--- config.mk ---
export PLATFORM = sky130hd
export DESIGN_NAME = percent_encode_decode_codec
export DESIGN_NICKNAME = d
export VERILOG_FILES = /design/src/rtl/pcodec_pkg.sv /design/src/rtl/pcodec_front.sv /design/src/rtl/pcodec_queue.sv /design/src/rtl/pcodec_back.sv /design/src/rtl/percent_encode_decode_codec.sv
export SDC_FILE = /design/constraint.sdc
export NUM_CORES = 1
export LEC_CHECK = 0
export BUFFER_PORTS_ARGS = -buffer_cell sky130_fd_sc_hd__buf_2
export CAP_MARGIN = 20
export CORE_ASPECT_RATIO = 1.75
export CORE_UTILIZATION = 56
export DETAILED_ROUTE_END_ITERATION = 12
export GPL_TIMING_DRIVEN = 0
export PLACE_DENSITY_LB_ADDON = 0.3
export REMOVE_ABC_BUFFERS = 1
export SLEW_MARGIN = 20
export SYNTH_ARGS = -nofsm -noshare
export SYNTH_HDL_FRONTEND = slang
export SYNTH_SLANG_ARGS = --single-unit
--- constraint.sdc ---
create_clock -name clk -period 5 [get_ports clk]
set_input_delay 0.75 -clock clk [delete_from_list [all_inputs] [get_ports clk]]
set_output_delay 0.75 -clock clk [all_outputs]
set_load 0.02 [all_outputs]
--- src/rtl/pcodec_pkg.sv ---
// Shared types, constants and character helpers for the percent codec.
// No dependencies; imported by every module of the block.
`default_nettype none

package pcodec_pkg;

    localparam int QUEUE_DEPTH_DEF = 2;

    localparam logic [7:0] PCT_CHAR = 8'h25;

    // Index by nibble value: HEX_UPPER[n] is the uppercase digit for n
    localparam logic [15:0][7:0] HEX_UPPER = "FEDCBA9876543210";

    // Decode hold state codes
    localparam logic [1:0] HELD_NONE  = 2'd0;
    localparam logic [1:0] HELD_PCT   = 2'd1;
    localparam logic [1:0] HELD_DIGIT = 2'd2;

    // Up to three output bytes caused by one input transaction
    typedef struct packed {
        logic [1:0]      count;
        logic [2:0][7:0] bytes;
        logic            last;
    } burst_t;

    typedef struct packed {
        logic       valid;
        logic [3:0] value;
    } hex_t;

    function automatic hex_t hex_value(input logic [7:0] c);
        hex_t r;
        r.valid = 1'b1;
        r.value = 4'd0;
        if (c >= "0" && c <= "9")
        begin
            r.value = c[3:0];
        end
        else if ((c >= "A" && c <= "F") || (c >= "a" && c <= "f"))
        begin
            r.value = c[3:0] + 4'd9;
        end
        else
        begin
            r.valid = 1'b0;
        end
        return r;
    endfunction

    function automatic logic is_unreserved(input logic [7:0] c);
        return (c >= "A" && c <= "Z") || (c >= "a" && c <= "z") ||
               (c >= "0" && c <= "9") || c == "-" || c == "." ||
               c == "_" || c == "~";
    endfunction

endpackage

`default_nettype wire

--- src/rtl/pcodec_front.sv ---
// Front end of the percent codec: accepts input bytes, tracks the decode
// hold state and the mode register, and turns each byte into a burst.
// Depends on pcodec_pkg.
`default_nettype none

module pcodec_front
    import pcodec_pkg::*;
(
    input  wire logic       clk,
    input  wire logic       rst_n,
    input  wire logic       cfg_we,
    input  wire logic       cfg_wdata,
    input  wire logic       in_valid,
    output logic            in_ready,
    input  wire logic [7:0] in_byte,
    input  wire logic       in_last,
    output logic            push,
    output burst_t          push_data,
    input  wire logic       queue_full
);

    logic       decode_mode_reg;
    logic [1:0] held_count_reg;
    logic [1:0] held_count_next;
    logic [7:0] held_digit_reg;
    logic [7:0] held_digit_next;
    logic       accept;
    burst_t     burst;

    assign in_ready  = !queue_full;
    assign accept    = in_valid && in_ready;
    assign push      = accept && (burst.count != 2'd0);
    assign push_data = burst;

    always_comb
    begin
        hex_t       hb;
        hex_t       hd;
        logic [1:0] n;
        hb = hex_value(in_byte);
        hd = hex_value(held_digit_reg);
        n = 2'd0;
        burst = '0;
        held_count_next = held_count_reg;
        held_digit_next = held_digit_reg;

        if (!decode_mode_reg)
        begin
            // Encode: drop anything held
            held_count_next = HELD_NONE;
            held_digit_next = 8'h00;
            if (is_unreserved(in_byte))
            begin
                burst.bytes[0] = in_byte;
                n = 2'd1;
            end
            else
            begin
                burst.bytes[0] = PCT_CHAR;
                burst.bytes[1] = HEX_UPPER[in_byte[7:4]];
                burst.bytes[2] = HEX_UPPER[in_byte[3:0]];
                n = 2'd3;
            end
        end
        else
        begin
            case (held_count_reg)
                HELD_PCT:
                begin
                    if (hb.valid)
                    begin
                        held_count_next = HELD_DIGIT;
                        held_digit_next = in_byte;
                    end
                    else
                    begin
                        burst.bytes[0] = PCT_CHAR;
                        n = 2'd1;
                        held_count_next = HELD_NONE;
                        if (in_byte == PCT_CHAR)
                        begin
                            held_count_next = HELD_PCT;
                        end
                        else
                        begin
                            burst.bytes[1] = in_byte;
                            n = 2'd2;
                        end
                    end
                end
                HELD_DIGIT:
                begin
                    held_count_next = HELD_NONE;
                    held_digit_next = 8'h00;
                    if (hb.valid)
                    begin
                        burst.bytes[0] = {(hd.valid ? hd.value : 4'd0), hb.value};
                        n = 2'd1;
                    end
                    else
                    begin
                        burst.bytes[0] = PCT_CHAR;
                        burst.bytes[1] = held_digit_reg;
                        n = 2'd2;
                        if (in_byte == PCT_CHAR)
                        begin
                            held_count_next = HELD_PCT;
                        end
                        else
                        begin
                            burst.bytes[2] = in_byte;
                            n = 2'd3;
                        end
                    end
                end
                default:
                begin
                    held_count_next = HELD_NONE;
                    if (in_byte == PCT_CHAR)
                    begin
                        held_count_next = HELD_PCT;
                    end
                    else
                    begin
                        burst.bytes[0] = in_byte;
                        n = 2'd1;
                    end
                end
            endcase
        end

        // End of string: flush the held bytes literally
        if (in_last)
        begin
            if (held_count_next == HELD_PCT || held_count_next == HELD_DIGIT)
            begin
                burst.bytes[n] = PCT_CHAR;
                n = n + 2'd1;
            end
            if (held_count_next == HELD_DIGIT)
            begin
                burst.bytes[n] = held_digit_next;
                n = n + 2'd1;
            end
            held_count_next = HELD_NONE;
            held_digit_next = 8'h00;
            burst.last = 1'b1;
        end
        burst.count = n;
    end

    always_ff @(posedge clk or negedge rst_n)
    begin
        if (!rst_n)
        begin
            decode_mode_reg <= 1'b0;
            held_count_reg  <= HELD_NONE;
            held_digit_reg  <= 8'h00;
        end
        else
        begin
            if (cfg_we)
            begin
                decode_mode_reg <= cfg_wdata;
            end
            if (accept)
            begin
                held_count_reg <= held_count_next;
                held_digit_reg <= held_digit_next;
            end
        end
    end

`ifndef SYNTHESIS
    a_held_reachable: assert property (@(posedge clk) disable iff (!rst_n)
        held_count_reg != 2'd3)
        else $error("front: hold count reached an unused code");
    a_last_clears: assert property (@(posedge clk) disable iff (!rst_n)
        accept && in_last |=> held_count_reg == HELD_NONE)
        else $error("front: hold state survived end of string");
    a_last_emits: assert property (@(posedge clk) disable iff (!rst_n)
        accept && in_last |-> push)
        else $error("front: end of string produced no output");
`endif

endmodule

`default_nettype wire

--- src/rtl/pcodec_queue.sv ---
// Short register queue of bursts between the front and back ends.
// Depends on pcodec_pkg for the burst type.
`default_nettype none

module pcodec_queue
    import pcodec_pkg::*;
#(
    parameter int DEPTH = QUEUE_DEPTH_DEF
)
(
    input  wire logic   clk,
    input  wire logic   rst_n,
    input  wire logic   push,
    input  wire burst_t push_data,
    output logic        full,
    input  wire logic   pop,
    output logic        not_empty,
    output burst_t      head
);

    localparam int PTR_W = (DEPTH > 1) ? $clog2(DEPTH) : 1;
    localparam int CNT_W = $clog2(DEPTH + 1);

    burst_t             mem [DEPTH];
    logic [PTR_W-1:0]   wr_ptr_reg;
    logic [PTR_W-1:0]   rd_ptr_reg;
    logic [CNT_W-1:0]   cnt_reg;

    assign full      = cnt_reg == CNT_W'(DEPTH);
    assign not_empty = cnt_reg != '0;
    assign head      = mem[rd_ptr_reg];

    function automatic logic [PTR_W-1:0] advance(input logic [PTR_W-1:0] p);
        return (p == PTR_W'(DEPTH - 1)) ? '0 : p + PTR_W'(1);
    endfunction

    always_ff @(posedge clk)
    begin
        if (push)
        begin
            mem[wr_ptr_reg] <= push_data;
        end
    end

    always_ff @(posedge clk or negedge rst_n)
    begin
        if (!rst_n)
        begin
            wr_ptr_reg <= '0;
            rd_ptr_reg <= '0;
            cnt_reg    <= '0;
        end
        else
        begin
            if (push)
            begin
                wr_ptr_reg <= advance(wr_ptr_reg);
            end
            if (pop)
            begin
                rd_ptr_reg <= advance(rd_ptr_reg);
            end
            if (push && !pop)
            begin
                cnt_reg <= cnt_reg + CNT_W'(1);
            end
            else if (pop && !push)
            begin
                cnt_reg <= cnt_reg - CNT_W'(1);
            end
        end
    end

`ifndef SYNTHESIS
    a_no_overflow: assert property (@(posedge clk) disable iff (!rst_n)
        !(push && full))
        else $error("queue: push while full");
    a_no_underflow: assert property (@(posedge clk) disable iff (!rst_n)
        !(pop && !not_empty))
        else $error("queue: pop while empty");
    a_count_bound: assert property (@(posedge clk) disable iff (!rst_n)
        cnt_reg <= CNT_W'(DEPTH))
        else $error("queue: fill count beyond depth");
`endif

endmodule

`default_nettype wire

--- src/rtl/pcodec_back.sv ---
// Back end of the percent codec: serializes queued bursts one byte per
// cycle while out_ready lets it, into a registered output stage. Depends on pcodec_pkg.
`default_nettype none

module pcodec_back
    import pcodec_pkg::*;
(
    input  wire logic       clk,
    input  wire logic       rst_n,
    input  wire logic       head_valid,
    input  wire burst_t     head,
    output logic            pop,
    output logic            out_valid,
    input  wire logic       out_ready,
    output logic [7:0]      out_byte,
    output logic            out_last
);

    logic       out_valid_reg;
    logic [7:0] out_byte_reg;
    logic       out_last_reg;
    logic [1:0] idx_reg;
    logic       load;
    logic       final_byte;

    assign load       = head_valid && (!out_valid_reg || out_ready);
    assign final_byte = idx_reg == (head.count - 2'd1);
    assign pop        = load && final_byte;

    assign out_valid = out_valid_reg;
    assign out_byte  = out_byte_reg;
    assign out_last  = out_last_reg;

    always_ff @(posedge clk)
    begin
        if (load)
        begin
            out_byte_reg <= head.bytes[idx_reg];
            out_last_reg <= head.last && final_byte;
        end
    end

    always_ff @(posedge clk or negedge rst_n)
    begin
        if (!rst_n)
        begin
            out_valid_reg <= 1'b0;
            idx_reg       <= 2'd0;
        end
        else
        begin
            if (load)
            begin
                out_valid_reg <= 1'b1;
                idx_reg       <= final_byte ? 2'd0 : idx_reg + 2'd1;
            end
            else if (out_ready)
            begin
                out_valid_reg <= 1'b0;
            end
        end
    end

`ifndef SYNTHESIS
    a_head_nonempty: assert property (@(posedge clk) disable iff (!rst_n)
        head_valid |-> head.count != 2'd0)
        else $error("back: queued burst carries no bytes");
    a_idx_in_range: assert property (@(posedge clk) disable iff (!rst_n)
        head_valid |-> idx_reg < head.count)
        else $error("back: byte index past end of burst");
    a_idx_idle: assert property (@(posedge clk) disable iff (!rst_n)
        !head_valid |-> idx_reg == 2'd0)
        else $error("back: byte index left mid-burst");
`endif

endmodule

`default_nettype wire

--- src/rtl/percent_encode_decode_codec.sv ---
// Top level of the URL percent encoder/decoder.
// Depends on pcodec_pkg, pcodec_front, pcodec_queue and pcodec_back.
//
// Usage:
//   Slave stream (s_*): one source byte per transaction in s_tdata, with
//   s_tlast on the final byte of a string. Master stream (m_*): one output
//   byte per transaction in m_tdata, with m_tlast on the final output byte
//   caused by a string's last input byte.
//   cfg_we/cfg_wdata write decode_mode (0 encode, 1 decode); write it only
//   while the block is idle. The held decode state is untouched by a write.
// Path: the first output byte of an input transaction is written into the
//   burst queue at the accepting edge, then loaded into the one output
//   register that drives m_tvalid; an output stall can hold it in the queue.
// Throughput: each input takes as many output transactions as the bytes it
//   causes: one for a passed byte, three for an encoded escape, zero for a
//   held escape prefix. The byte-wide output register sets this limit; an
//   input can follow on every cycle while the output keeps pace.
// Reset: rst_n clears the mode to encode, the hold state, the queue and the
//   output valid.
// Stall: while m_tready is low the output register holds its transaction;
//   the queue keeps taking inputs until full, then s_tready drops.
`default_nettype none

module percent_encode_decode_codec
    import pcodec_pkg::*;
#(
    parameter int QUEUE_DEPTH = QUEUE_DEPTH_DEF
)
(
    input  wire logic       clk,
    input  wire logic       rst_n,
    input  wire logic       cfg_we,
    input  wire logic       cfg_wdata,      // decode_mode
    input  wire logic       s_tvalid,
    output logic            s_tready,
    input  wire logic [7:0] s_tdata,        // [7:0] data_byte
    input  wire logic       s_tlast,        // last_in
    output logic            m_tvalid,
    input  wire logic       m_tready,
    output logic [7:0]      m_tdata,        // [7:0] out_byte
    output logic            m_tlast         // out_last
);

    logic   push;
    burst_t push_data;
    logic   queue_full;
    logic   pop;
    logic   head_valid;
    burst_t head;

    // Classify the byte, update the hold state, build its burst
    pcodec_front u_front (
        .clk        (clk),
        .rst_n      (rst_n),
        .cfg_we     (cfg_we),
        .cfg_wdata  (cfg_wdata),
        .in_valid   (s_tvalid),
        .in_ready   (s_tready),
        .in_byte    (s_tdata),
        .in_last    (s_tlast),
        .push       (push),
        .push_data  (push_data),
        .queue_full (queue_full)
    );

    // Decouple the front from output stalls
    pcodec_queue #(
        .DEPTH (QUEUE_DEPTH)
    ) u_queue (
        .clk       (clk),
        .rst_n     (rst_n),
        .push      (push),
        .push_data (push_data),
        .full      (queue_full),
        .pop       (pop),
        .not_empty (head_valid),
        .head      (head)
    );

    // Emit each burst one byte per transaction
    pcodec_back u_back (
        .clk        (clk),
        .rst_n      (rst_n),
        .head_valid (head_valid),
        .head       (head),
        .pop        (pop),
        .out_valid  (m_tvalid),
        .out_ready  (m_tready),
        .out_byte   (m_tdata),
        .out_last   (m_tlast)
    );

endmodule

`default_nettype wire
* Word-level counts from Yosys, hierarchy flattened
Memory sizes are Yosys's and may differ from the RTL's.
Index checks and enable logic that the tools add are counted.
** Word-level totals
- Register bits :: 27
- Latch bits :: 0
- Bits in writable memories :: 54
- Memory bits (read-only) :: 256
- Output and inout bits :: 11
- Memories :: 3
** Memory list
- (name not given) :: words 16, width 8, read ports 1, clocked after Yosys merged registers in 0, write ports 0, line pcodec_front.sv:61 : burst.bytes[2] = HEX_UPPER[in_byte[3:0]];
- (name not given) :: words 16, width 8, read ports 1, clocked after Yosys merged registers in 0, write ports 0, line pcodec_front.sv:60 : burst.bytes[1] = HEX_UPPER[in_byte[7:4]];
- u_queue.mem :: words 2, width 27, read ports 1, clocked after Yosys merged registers in 0, write ports 1, line pcodec_queue.sv:24 : burst_t mem [DEPTH];
** Operators by class
- Add/sub/neg operators :: 10
- Multiply operators :: 0
- Divide/modulo/power cells :: 0
- Magnitude comparators :: 21
- Equality and inequality tests :: 11
- Shift-type cells :: 0
- Mux-type cells :: 63
- Bitwise gates (word level) :: 3
- Reduce and logical (&&, ||, !) cells :: 35
** Operators with widths (number)
- 24-bit 2-to-1 mux :: 4
- 8-bit 2-to-1 mux :: 12
- 8-bit by 7-bit less-or-equal comparator with 1-bit output (second input constant) :: 6
- 16-bit 2-to-1 mux :: 3
- 8-bit case mux with 2 select lines :: 3
- 8-bit demux with 2-bit select :: 2
- 8-bit by 7-bit greater-or-equal comparator with 1-bit output (second input constant) :: 4
- 2-bit 2-to-1 mux :: 16
- 25-bit 2-to-1 mux :: 1
- 24-bit bitwise mux :: 1
- 8-bit by 6-bit == test with 1-bit output (second input constant) :: 3
- 4-bit 2-to-1 mux :: 5
- 1-bit logical AND :: 17
- 8-bit binary-select mux with 2-bit select :: 1
- 8-bit by 7-bit == test with 1-bit output (second input constant) :: 2
- 8-bit by 6-bit greater-or-equal comparator with 1-bit output (second input constant) :: 2
- 8-bit by 6-bit less-or-equal comparator with 1-bit output (second input constant) :: 2
- 15-bit AND :: 1
- 15-bit NOT :: 1
- 1-bit 2-to-1 mux :: 13
- 1-bit logical OR :: 10
- 4-bit by 5-bit < comparator with 1-bit output (second input constant) :: 2
- 2-bit by 3-bit < comparator with 1-bit output (second input constant) :: 3
- 9-bit OR :: 1
- other kinds (11) :: 28

* Longest topological paths before layout
Gate-level depths: netlist (run 1).
- Depth after elaboration :: 22
- Mapped depth :: 22

* Hierarchy
A second synthesis (run 1) with hierarchy kept.
** Unflattened totals
- Cells, all modules :: 497
- Area, all modules :: 5390.2 sq um
** Modules (own cells, without submodules)
- pcodec_front :: instances 1, cells an instance 339, area each 2523.7 sq um, seq. area each 275.3 sq um
- pcodec_queue :: instances 1, cells an instance 100, area each 2237.1 sq um, seq. area each 1721.7 sq um
- pcodec_back :: instances 1, cells an instance 58, area each 629.4 sq um, seq. area each 345.3 sq um

* Least setup slack after synthesis (run 1)
OpenSTA, ideal clock, no wires.
- Kind :: input -> register
- From :: input s_tdata[1]
- To :: memory u_queue.mem[0][0] (netlist bit), enable pin
- Arrival time :: 5.895 ns
- Data required time :: 4.586 ns
- Path slack :: -1.309 ns
- Stages on the path :: 19
- Path buffers :: 3
- Path through :: clkbuf_1 > inv_1 > ha_1 > or4b_4 > a32o_1 > o22a_1 > nor3_1 > buf_2 > o21ai_0 > a21o_1 > ha_1 > clkbuf_1 > nor2b_1 > a21o_1 > ha_1 > nand3_1 > o211ai_1 > a31oi_4 > nor2b_1
** Between the ends
- Longest elaborated chain between the ends :: 20
- Elaborated cells between the ends (all ways) :: 53
- Those cells by class :: add/sub: 2; order compare: 8; eq/ne: 7; mux: 21; reduce/logical: 15
** RTL lines
- start, declared :: line percent_encode_decode_codec.sv:36 : input wire logic [7:0] s_tdata,
- branches (longest 15 deep; another with 8-bit by 7-bit greater-or-equal comparator with 1-bit output)
- 2-bit 2-to-1 mux (*) :: line pcodec_front.sv:133 : if (in_last)
- 2-bit nonzero test (*) :: line pcodec_front.sv:32 : assign push = accept && (burst.count != 2'd0);
- 1-bit logical AND (*) :: line pcodec_front.sv:32
- named net push :: line percent_encode_decode_codec.sv:44 : logic push;
- 1-bit 2-to-1 mux (*) :: line pcodec_queue.sv:39 : if (push)
- 1-bit 2-to-1 mux (implied by the code) (*) :: line pcodec_queue.sv:41 : mem[wr_ptr_reg] <= push_data;
- end, declared :: line pcodec_queue.sv:24
Mark *: on every way through the listed nets, which the timed path passes. The select of a mux whose other input is x is not followed.

* Worst setup path in the final report (run 1)
- From :: input s_tdata[0]
- To :: memory u_queue.mem[0][7] (netlist bit), enable pin
The elaborated chain is that of the path after synthesis.

==> metrics, run 1 <==
Worst setup EP type=register; r2r setup slk=0.35 ns; clk buf depth=2; NumNets Final=541; Clock transition at path regs=0.06 ns; Synth Register Bits=81; fin. max-slew vios=0; drt first pass iters=5; warning count from the yosys run=0; Die X=73.8 um; Port Buffers=25; Synth cell types=67; pwr dens=424 nW/um2; Top FF cell, synth=edfxtp_1; Layout Skew=0.00661 ns; Detailed Route WL=13900 um; Lkg Pwr=0.00214 uW; Fin. Hold Viols=0; period utilization=98.5%; die area=9410 um2; Least-Margin Pin Slew=0.852 ns; syn_area_per_cell=10.4 um2; register area share after synthesis=46.4%; EDFF count, synth=63; Layout area overhead=12.9%; R2R cell count=15; GP Congestion=0.969; Routed WL per cell=22.3 um; initial DRC count=251; crit-path max FO=14; setup TNS=0 ns; Hold Buf Count CTS=0; Antenna Cells=0; crit path time final=4.92 ns; vias in the first global route=4109; Async S/R FF share, synth=22.2%; CTS tree=yes; overall routing resource usage=31.9%; CTS HTree Levels=3; Final Total Pwr=2410 uW; R2R Path End=u_queue.mem[0][7]; largest net degree at the start of global routing=25; Peak supply drop=0.310 mV; die height=128 um; first-pass GRT wire length=22000 um; Final HPWL DP=9750 um; Root Buffer Master=clkbuf_16; initial antenna violation count=0; largest area contributor in the netlist=edfxtp_1; status=complete, no violations; critical path data arrival time=4.96 ns; worst skew pair latency=0.33 ns; # IOs=26; fmax=203 MHz; Crit Reg-Reg Startpoint=u_front.held_count_reg[1]; total core area=8730 um2; Netlist Area Pre-Place=5050 um2; max cap viols=0; gate count after technology mapping=486; via count=4160; critical path class=in -> reg; DRC=0; Worst Path Required=5.04 ns; layout cells sized above 1=17.7%; # rows=45; total global routing overflow=0; number of flip-flops in the largest register=54; Num CTS Buffers=9; vias per cell=6.66; Slew HR=43.2%; most area-consuming cells after synthesis=edfxtp_1 37%, dfrtp_1 8.9%, ha_1 5.7%; HP Class=in -> async; DRT antenna net count=0; share of the synthesized area in the top cell type=37.5%; starting density of the core=57.8%; FILL cells=702; Clock Sinks=81; CP Launch Type=input port; endpoints failing setup=0
[what timing repair did]
| action | CTS | global route |
|---|---|---|
| buffers inserted | 6 | 4 |
| endpoints found under the setup margin | 98 | 74 |
| pin swaps | 3 | 3 |
| cloned | 2 | 0 |
| resized for setup | 14 | 12 |
[placed cells by master (no fill, tap or decap), drive strengths merged, types with 5 or more instances in the layout]
master / instances
xor2: 5
nor2b: 10
a22oi: 8
o22ai: 14
o21ai: 37
ha: 23
buf: 37
o211ai: 5
nor3: 9
o2111ai: 5
nor2: 21
dfrtp: 18
mux4: 8
nand3: 18
clkbuf: 12
mux2i: 15
nand2: 46
edfxtp: 63
a31oi: 8
inv: 30
and3: 7
a22o: 6
a21oi: 16
xnor2: 5
[area by class of cell]
cell class / instances / area (um2) / share of cell area (%)
Tap cell: 117 / 146 / 2.57
Multi-Input combinational cell: 343 / 2580 / 45.3
Timing Repair Buffer: 37 / 230 / 4.04
Inverter: 31 / 116 / 2.04
Sequential cell: 81 / 2340 / 41.1
Clock inverter: 4 / 45.0 / 0.791
Clock buffer: 12 / 236 / 4.15
[synth_stat cells, types with 4 or more instances]
master and count:
nor3_1 8, a21oi_1 16, o21a_1 4, ha_1 23, mux4_2 8, a22oi_1 8, dfrtp_1 18, nand2b_1 4
o2111ai_1 5, nand3_1 18, edfxtp_1 63, and3_1 7, mux2i_1 15, a221oi_1 4, o21ai_0 37, xnor2_1 5
a31oi_1 7, inv_1 30, nor2b_1 9, o22ai_1 14, clkbuf_1 27, a32o_1 4, a22o_1 6, o211ai_1 5
o32ai_1 4, nand2_1 46, nand4_1 4, nor2_1 21, xor2_1 5, a2bb2oi_1 4
[per-layer routing]
layer	GRT usage (%)	share of wire, %	up-vias
met5	0	0	-
met4	19.2	5.6	0
met3	4.34	4.1	63
met2	56.7	55	198
met1	34.9	35	2016
li1	-	-	1883
[worst max-delay path: stages]
cell      delay [ns]
buf_2           0.19
inv_2           0.14
ha_1            0.22
or4b_4          0.49
and3_1          0.20
o311a_4         0.34
or3_4           0.42
nor2_4          0.11
a21oi_2         0.10
ha_1            0.29
nor2b_2         0.17
a21o_1          0.18
ha_1            0.27
nand3_1         0.07
o211ai_1        0.17
a31oi_4         0.37
buf_4           0.17
nor2b_4         0.15
buf_12          0.15
[metrics by stage]
stage / setup WS, ns / area (um2) / util, % / cells / hold WS, ns
6_report: 0.0773 / 5700 / 65.3 / 625 / 0.359
3_5_place_dp: -1.19 / 5210 / 59.7 / 597 / 0.483
3_3_place_gp: -2.99 / 5180 / 59.3 / 595 / 0.470
4_1_cts: 0.0129 / 5620 / 64.3 / 621 / 0.369
5_1_grt: -0.00833 / 5700 / 65.3 / 625 / 0.379
2_1_floorplan: -1.20 / 4910 / - / 453 / 0.454
[worst max-delay path by stage]
| stage | start | end | cells after the start |
|---|---|---|---|
| 2_1_floorplan | s_tdata[1] | u_queue.mem[0][0] | 16 |
| 3_3_place_gp | s_tdata[1] | u_queue.mem[0][12] | 17 |
| 3_5_place_dp | s_tdata[1] | u_queue.mem[0][7] | 17 |
| 4_1_cts | s_tdata[4] | u_queue.cnt_reg[1] | 19 |
| 5_1_grt | s_tdata[0] | u_queue.mem[0][15] | 19 |
| 6_report | s_tdata[0] | u_queue.mem[0][7] | 19 |
[power by group]
| group | internal (uW) | switching, uW | leakage, uW |
|---|---|---|---|
| sequential | 949 | 138 | 0.000825 |
| clock | 384 | 235 | 0.000140 |
| combinational | 315 | 394 | 0.00117 |
| total | 1650 | 767 | 0.00214 |
[kinds of logic after synthesis]
logic type	synth area share, %
AO/OA/AOI/OAI	20.4
XOR/XNOR	1.74
adder cells (fa/ha/maj)	5.70
buffers and inverters	5.08
flip-flops	46.4
multiplexers	6.55
AND/OR/NAND/NOR	14.2
(Power assumes the default switching activity.)
==> run 2, diff against run 1 <==
--- a/config.mk
+++ b/config.mk
@@ -16,4 +16,6 @@
 export SLEW_MARGIN = 20
 export SYNTH_ARGS = -nofsm -noshare
 export SYNTH_HDL_FRONTEND = slang
+export SYNTH_HIERARCHICAL = 1
 export SYNTH_SLANG_ARGS = --single-unit
+export TNS_END_PERCENT = 50
==> run 2 against run 1 <==
Net effect:
- total power increased by 2.5%
- register-to-register slack improved by 0.12 ns
- critical path depth is 2 higher
- setup slack better by 0.028 ns
- clock-buffer cell count shrank 1
- cell count up 1.9%
- combinational power is 6.3% higher
- synthesized area increased by 6.8%
- sequential power about the same
- non-clock buffer count down 6
- synthesized cell count rose by 2.3%
- routed wire length fell by 0.29%
- largest power group unchanged
==> metrics, run 2 <==
CP top delay family=compound AO/OA/AOI/OAI gates; R2R cell count=19; Top FF cell, synth=edfxtp_1; GP Congestion=0.990; Multi-input gate area=2810 um2; Synth cell types=81; # IOs=26; r2r setup slk=0.47 ns; Root Buffer Master=clkbuf_16; most area-consuming cells after synthesis=edfxtp_1 35%, dfrtp_1 8.4%, mux2_4 5.3%; CP max-delay cell=a211o_1; Final Cell Area=5900 um2; Async S/R FF share, synth=22.2%; syn_area_per_cell=10.8 um2; status=complete, no violations; Synth Register Bits=81; die area=10000 um2; Routed WL per cell=21.8 um; Hold Buf Count CTS=0; setup TNS=0 ns; Synth top cells by count=63 x edfxtp_1, 55 x nand2_1, 25 x inv_1; Post-Place Cell Area=5500 um2; gate count after technology mapping=497; pwr dens=420 nW/um2; Antenna Cells=0; share of the synthesized area in the top cell type=35.1%; count leader, synth=edfxtp_1; die height=132 um; Layout area overhead=9.38%; Lkg Pwr=0.00224 uW; Layout Skew=0.00575 ns; EDFF count, synth=63; Die X=76.2 um; Least-Margin Pin Slew=0.908 ns; largest area contributor in the netlist=edfxtp_1; commonest cells after routing, fill and taps aside=63 x edfxtp_1, 54 x nand2_1, 25 x inv_1; critical path data arrival time=5.03 ns; worst skew pair latency=0.33 ns; number of flip-flops in the largest register=54; Clock transition at path regs=0.06 ns; CTS HTree Levels=3; warning count from the yosys run=6; endpoints failing setup=0; Worst setup EP type=register; Netlist Area Pre-Place=5390 um2; Slew HR=37.9%; Detailed Route WL=13900 um; # rows=47; drt first pass iters=5; initial antenna violation count=0; CP Launch Type=input port; HP Class=in -> async; Clock Sinks=81; fmax=204 MHz; vias per cell=6.64; initial DRC count=335; overall routing resource usage=29.2%; Port Buffers=25; clk buf depth=2; layout cells sized above 1=22.5%; CTS tree=yes; register area=2340 um2; total global routing overflow=0; via count=4232; FILL cells=774; most common cell after layout, fill and taps aside=edfxtp_1; Worst Slack Setup Final=0.105 ns; max cap viols=0; vias in the first global route=4300; largest net degree at the start of global routing=29; first-pass GRT wire length=22300 um; starting density of the core=57.3%; Fin. Hold Viols=0; CP peak stage delay=0.40 ns; Worst Path Required=5.14 ns; final design utilization=62.7%; Num CTS Buffers=9; Final Total Pwr=2480 uW; DRC=0; crit path time final=4.89 ns; crit-path max FO=14; Peak supply drop=0.212 mV; unrepaired setup endpoints after global routing=false; total core area=9410 um2; Place WS=-1.02 ns; CP Depth=21; NumNets Final=547; period utilization=97.9%; CP cell instances=buf_4, inv_1, ha_2, nor4b_4, buf_4, o31ai_4, o21a_4, nor3_4, o21ai_1, a211o_1, ha_4, nor2b_1, a21oi_1, inv_1, ha_1, and3_1, a21oi_2, nand2_1, nor2_1, nand2_1, o221ai_1; critical path class=in -> reg; fin. max-slew vios=0; DRT antenna net count=0; Final HPWL DP=10200 um; register area share after synthesis=43.5%; worst path buffer plus inverter count=4
-- run 2: changes by cell type in the layout (fill, tap and decap cells not counted), moves of 6 or more --
cell / delta
a21oi_1: +7
mux4_2: -8
nand2_1: +8
o21ai_0: -15
mux2_4: +19
mux2_2: +9
buf_4: -6
nand3_1: -13
o22ai_1: -6
o21ai_1: +11
-- run 2: routing by layer --
layer  vias to the layer above  GRT usage, %  part of all wire [%]
li1                       1928             -                     -
met1                      2034          29.9                    34
met2                       201          51.7                    54
met3                        69          5.67                   5.7
met4                         0          22.6                   6.6
met5                         -             0                     0
-- run 2: path summary, 6_finish.rpt --
| path | startpoint | end |
|---|---|---|
| setup / recovery | s_tdata[1] | u_queue/mem[1][10] |
| min in group clk | u_queue/cnt_reg[1] | u_queue/cnt_reg[1] |
| hold / removal | rst_n | u_front/held_digit_reg[5] |
| setup reg to reg | u_front/held_count_reg[0] | u_queue/mem[1][10] |
| max in group asynchronous | rst_n | u_queue/rd_ptr_reg |
| hold reg to reg | u_queue/cnt_reg[1] | u_queue/cnt_reg[1] |
-- run 2: where the power goes --
part           total [uW]  leakage [uW]  internal [uW]  switching [uW]
registers            1100      0.000825            948             147
clock network         626      0.000141            386             240
logic                 754       0.00127            360             394
-- run 2: kinds of logic after synthesis --
group	synth area share (%)
buffers and inverters	5.64
AO/OA/AOI/OAI	21.6
flip-flops	43.5
multiplexers	9.59
XOR/XNOR	1.62
adder cells (fa/ha/maj)	5.11
AND/OR/NAND/NOR	13.0
-- run 2: timing repair --
action                                  in CTS  in global routing
setup buffers                                1                  4
cloned                                       1                  0
gates resized for setup                      7                 14
endpoints found under the setup margin      74                 64
pin swaps                                    2                  2
-- run 2: stage by stage --
| step | hold slack (ns) | instances |
|---|---|---|
| 3_5_place_dp | 0.468 | 615 |
| 5_1_grt | 0.374 | 637 |
| 3_3_place_gp | 0.467 | 614 |
| 4_1_cts | 0.344 | 633 |
| 6_report | 0.339 | 637 |
| 2_1_floorplan | 0.447 | 467 |
-- run 2: cell type report --
cell class	count	area share [%]
clock buffer	11	3.95
timing repair buffer	31	3.27
inverter	28	1.78
sequential	81	39.7
multi-input combinational	359	47.7
clock inverter	5	0.955
tap	122	2.59
